$ cat src/sv/gnt_ram.sv
// Generic single-write, single-read synchronous RAM with registered read data.
`default_nettype none
module gnt_ram #(
  parameter int WIDTH = 8,
  parameter int DEPTH = 256
) (
  input  wire logic                     clk_i,
  input  wire logic                     we_i,
  input  wire logic [$clog2(DEPTH)-1:0] waddr_i,
  input  wire logic [WIDTH-1:0]         wdata_i,
  input  wire logic [$clog2(DEPTH)-1:0] raddr_i,
  output logic      [WIDTH-1:0]         rdata_o
);

  logic [WIDTH-1:0] mem_q [DEPTH];

  always_ff @(posedge clk_i) begin
    if (we_i) begin
      mem_q[waddr_i] <= wdata_i;
    end
    rdata_o <= mem_q[raddr_i];
  end

endmodule
`default_nettype wire

$ cat config.mk
export PLATFORM = sky130hd
export DESIGN_NAME = gnt_ram
export DESIGN_NICKNAME = d
export VERILOG_FILES = /design/src/sv/gnt_ram.sv
export SDC_FILE = /design/constraint.sdc
export NUM_CORES = 2
export LEC_CHECK = 0
export ABC_AREA = 0
export BUFFER_PORTS_ARGS = -buffer_cell sky130_fd_sc_hd__buf_2
export CAP_MARGIN = 20
export CORE_UTILIZATION = 55
export CTS_BUF_LIST = sky130_fd_sc_hd__clkbuf_4
export CTS_CLUSTER_DIAMETER = 60
export CTS_CLUSTER_SIZE = 14
export DETAILED_ROUTE_END_ITERATION = 10
export GPL_TIMING_DRIVEN = 0
export PLACE_DENSITY = 0.69
export SLEW_MARGIN = 20
export SYNTH_ARGS = -nofsm -noshare
export SYNTH_HDL_FRONTEND = slang
export SYNTH_SLANG_ARGS = --single-unit
$ cat constraint.sdc
create_clock -name clk_i -period 2.6 [get_ports clk_i]
set_clock_uncertainty 0.2 [all_clocks]
set_input_delay 0.13 -clock clk_i [delete_from_list [all_inputs] [get_ports clk_i]]
set_output_delay 0.13 -clock clk_i [all_outputs]
set_load 0.01 [all_outputs]
==> metrics <==
outcome=complete, but fails checks; failing checks=setup timing; PwrDens=roughly 640 nW/um^2; Reg area=~62,000 um^2; Setup CP Type=in -> reg; vias after detailed routing=approximately 42k; DR iter-0 viols=7,313; DR vias/cell=6.994; Max-Cap Viols=0; register area share after synthesis=0.7750; post-synth net total=3,759; Top Ports=34; Max-Slew Margin vs Limit=0.1593; yosys warns=0; Final WS setup=-0.3039 ns; Post-synth EDFFs=roughly 2.0k; R2R setup slack=-0.26 ns; Cells after Synth=3,733; initial antenna violation count=9; first-pass GRT wire length=around 320,000 um; Hold Path Cell Cnt=4; final WL=roughly 230,000 um; Critical Path RT=3.29 ns; Peak VDD IR=between 500 and 600 uV; minimum clock period=approximately 2.9 ns; Syn Std Cell Area=a little under 80,000 um^2; critical hold path startpoint=waddr_i[4]; Nets=approximately 4.1k; TritonCTS sink count=about 2.1k; Total GRT Usage=0.3241; Critical R2R Launch=mem_q[27][5]; IO buf count=26; Initial Util=0.5545; CP peak stage delay=roughly 0.73 ns; Max Clk Rate=~340 MHz; sequential fraction of design power=0.665; TNS Setup=-67.30 ns; number of CTS-inserted buffers=approximately 170; Top FF cell, synth=edfxtp_1; Root Buffer=clkbuf_4; die area=~150,000 um^2; Fin Hold WS=approximately 0.1 ns; Core Box Area=about 140,000 um^2; die width=between 300 and 400 um; GR Overflow Total=0; Post-CTS Setup Inserts=0; vias in the first global route=between 40k and 50k; RSZ-0062 raised after global routing=true; synthesized area per cell=21.31 um^2; DRC violations left=0; Critical Path AT=between 3 and 4 ns; post-DP HPWL=157,500 um; 1st-pass router iterations=8; Comb power frac=0.077; CTS tree=yes; Hold Vio Cnt, Final=0; filler cell count in the final layout=roughly 10k; slowest CP cell=dlygate4sd3_1; Worst setup EP type=flop; net switching power=12,810 uW; sw frac=0.2334; Pint=~42,000 uW; H-tree depth=4; CTS clk-pin slew, worst paths=approximately 0.15 ns; Buf/Inv on CP=4; worst-margin pin slew=approximately 1.3 ns; Max Slew Vio Count=0; ys async rst share=0; Multi-input gate area=17,130 um^2; Final setup violation count=693; Final ANT Viol Nets=0; crit-path max FO=10; Power Total=~55,000 uW; Die H=382.3 um; pin count of the biggest net entering global routing=131; Area Growth Syn to Fin=8.428%; FF-to-FF End=rdata_o[5]; maximum root-to-sink buffer count=3; # rows=139; cell repeated most along the worst path=dlygate4sd3_1; crit-path cells=dlygate4sd3_1, buf_2, nor2b_1, dlygate4sd3_1, nand3_1, clkbuf_1, nor2_2; Final Cycle Share=1.117; wire per inst=between 30 and 40 um; Clock Latency Late Sink=between 1 and 1.5 ns; Crit path depth=7; share of layout cells above drive strength 1=0.2483; Critical Path Source Type=input pin; LEAKAGE=~0.026 uW; Seq cells post-synth=slightly above 2k; CP top delay family=buffers and inverters; RePlAce Congestion=slightly above 1; Place WS=-2.106 ns; share of power burned in the clock network=0.258; post-synth cell types=55; WHS Endpoint=mem_q[113][4]; worst hold path class=in -> reg; worst-case reg-to-reg path depth=6
layer usage:
layer,up-vias,global-route usage,part of all wire
met2,3297,0.4658,0.44
met1,21848,0.4499,0.36
met3,551,0.1029,0.14
li1,16207,-,-
met5,-,0,0.00044
met4,4,0.1653,0.058
power by group through the flow:
stage / Sequential [uW] / Clock [uW] / Combinational, uW
after global placement: 37400 / 0 / 3660
after CTS: 36500 / 14100 / 4050
after detailed placement: 37300 / 0 / 3850
after floorplan: 37300 / 0 / 1770
final: 36500 / 14200 / 4200
after global routing: 36500 / 15300 / 4250
worst max path at each step:
stage / endpoint / from
final: mem_q[190][5] / waddr_i[7]
after global routing: rdata_o[5] / mem_q[27][5]
after CTS: rdata_o[5] / mem_q[27][5]
after detailed placement: rdata_o[4] / raddr_i[2]
after global placement: rdata_o[4] / raddr_i[1]
after floorplan: rdata_o[2] / raddr_i[0]
per-stage QoR:
stage          utilization  area [um^2]  instances
6_report            0.6012        86260       5992
3_5_place_dp        0.5785        83010       5695
2_1_floorplan            -        79560       3733
5_1_grt             0.6011        86250       5988
3_3_place_gp        0.5720        82070       5662
4_1_cts             0.5989        85930       5978
cells by family after synthesis:
| kind of cell | Yosys count | synth area share |
|---|---|---|
| buf+inv | 235 | 0.01831 |
| simple gates | 466 | 0.02628 |
| compound gates | 385 | 0.03419 |
| mux | 591 | 0.1462 |
| flops | 2056 | 0.7750 |
timing repair:
item                                    in CTS  in global routing
hold buffers                                69                  0
endpoints found under the setup margin       8                446
gates resized for setup                     70                 90
hold endpoints to repair                  3172                  0
pin swaps                                    3                  8
synthesized netlist by cell type (3+ instances only):
library cell | count | area, um^2
a211oi_1 | 16 | 120.1
a21oi_1 | 96 | 480.5
a221oi_1 | 13 | 113.9
a22o_1 | 8 | 70.07
a22oi_1 | 133 | 998.5
and2_1 | 6 | 37.54
buf_1 | 22 | 82.58
buf_12 | 8 | 160.2
buf_2 | 31 | 155.2
buf_4 | 27 | 202.7
buf_6 | 21 | 236.5
buf_8 | 13 | 195.2
clkbuf_1 | 111 | 416.7
dfxtp_1 | 8 | 160.2
edfxtp_1 | 2048 | 61500
mux2i_1 | 134 | 1341
mux4_2 | 454 | 10220
nand2_1 | 33 | 123.9
nand2b_1 | 8 | 50.05
nand3_1 | 34 | 170.2
nand4_1 | 10 | 62.56
nor2_1 | 282 | 1059
nor2b_1 | 31 | 193.9
nor3_1 | 22 | 110.1
nor4_1 | 24 | 150.1
nor4_2 | 3 | 37.54
o211ai_1 | 10 | 75.07
o21ai_0 | 10 | 50.05
o221ai_1 | 46 | 402.9
o22a_1 | 5 | 43.79
o22ai_1 | 28 | 175.2
o32ai_1 | 4 | 35.03
or2_2 | 4 | 25.02
worst reg2reg max path, delay by kind of cell (launching register included):
| family | cells | cell delay [ns] |
|---|---|---|
| simple gates | 1 | 0.19 |
| flops | 1 | 0.40 |
| compound gates | 4 | 1.40 |
| mux | 1 | 0.48 |
layout make-up:
type / count / share of cell area
flip-flops and latches: 2056 / 0.7148
plain buffers: 232 / 0.01772
diodes: 14 / 0.0004061
clock buffers: 191 / 0.01662
clock inverters: 24 / 0.003989
repair buffers: 128 / 0.02015
multi-input cells: 1442 / 0.1986
inverters: 2 / 0.00008703
well taps: 1903 / 0.02760
sequential cells by signal, indices dropped and copies added, names as in the netlist:
signal	flops
mem_q	2048
rdata_o	8
cell usage in the layout (no fill, tap or decap), types with 26 or more instances in the layout:
cell type	count
nand2_1	33
a21oi_1	92
buf_4	31
a22oi_1	132
clkbuf_2	37
clkbuf_1	71
clkbuf_4	192
o22ai_1	28
nor2b_1	30
nor2_1	221
edfxtp_1	2048
mux2i_1	134
nor2_2	52
nand3_1	34
buf_2	61
mux4_2	454
buf_16	26
dlygate4sd3_1	63
o221ai_1	46
No activity file was read; power rests on OpenSTA's default activity.
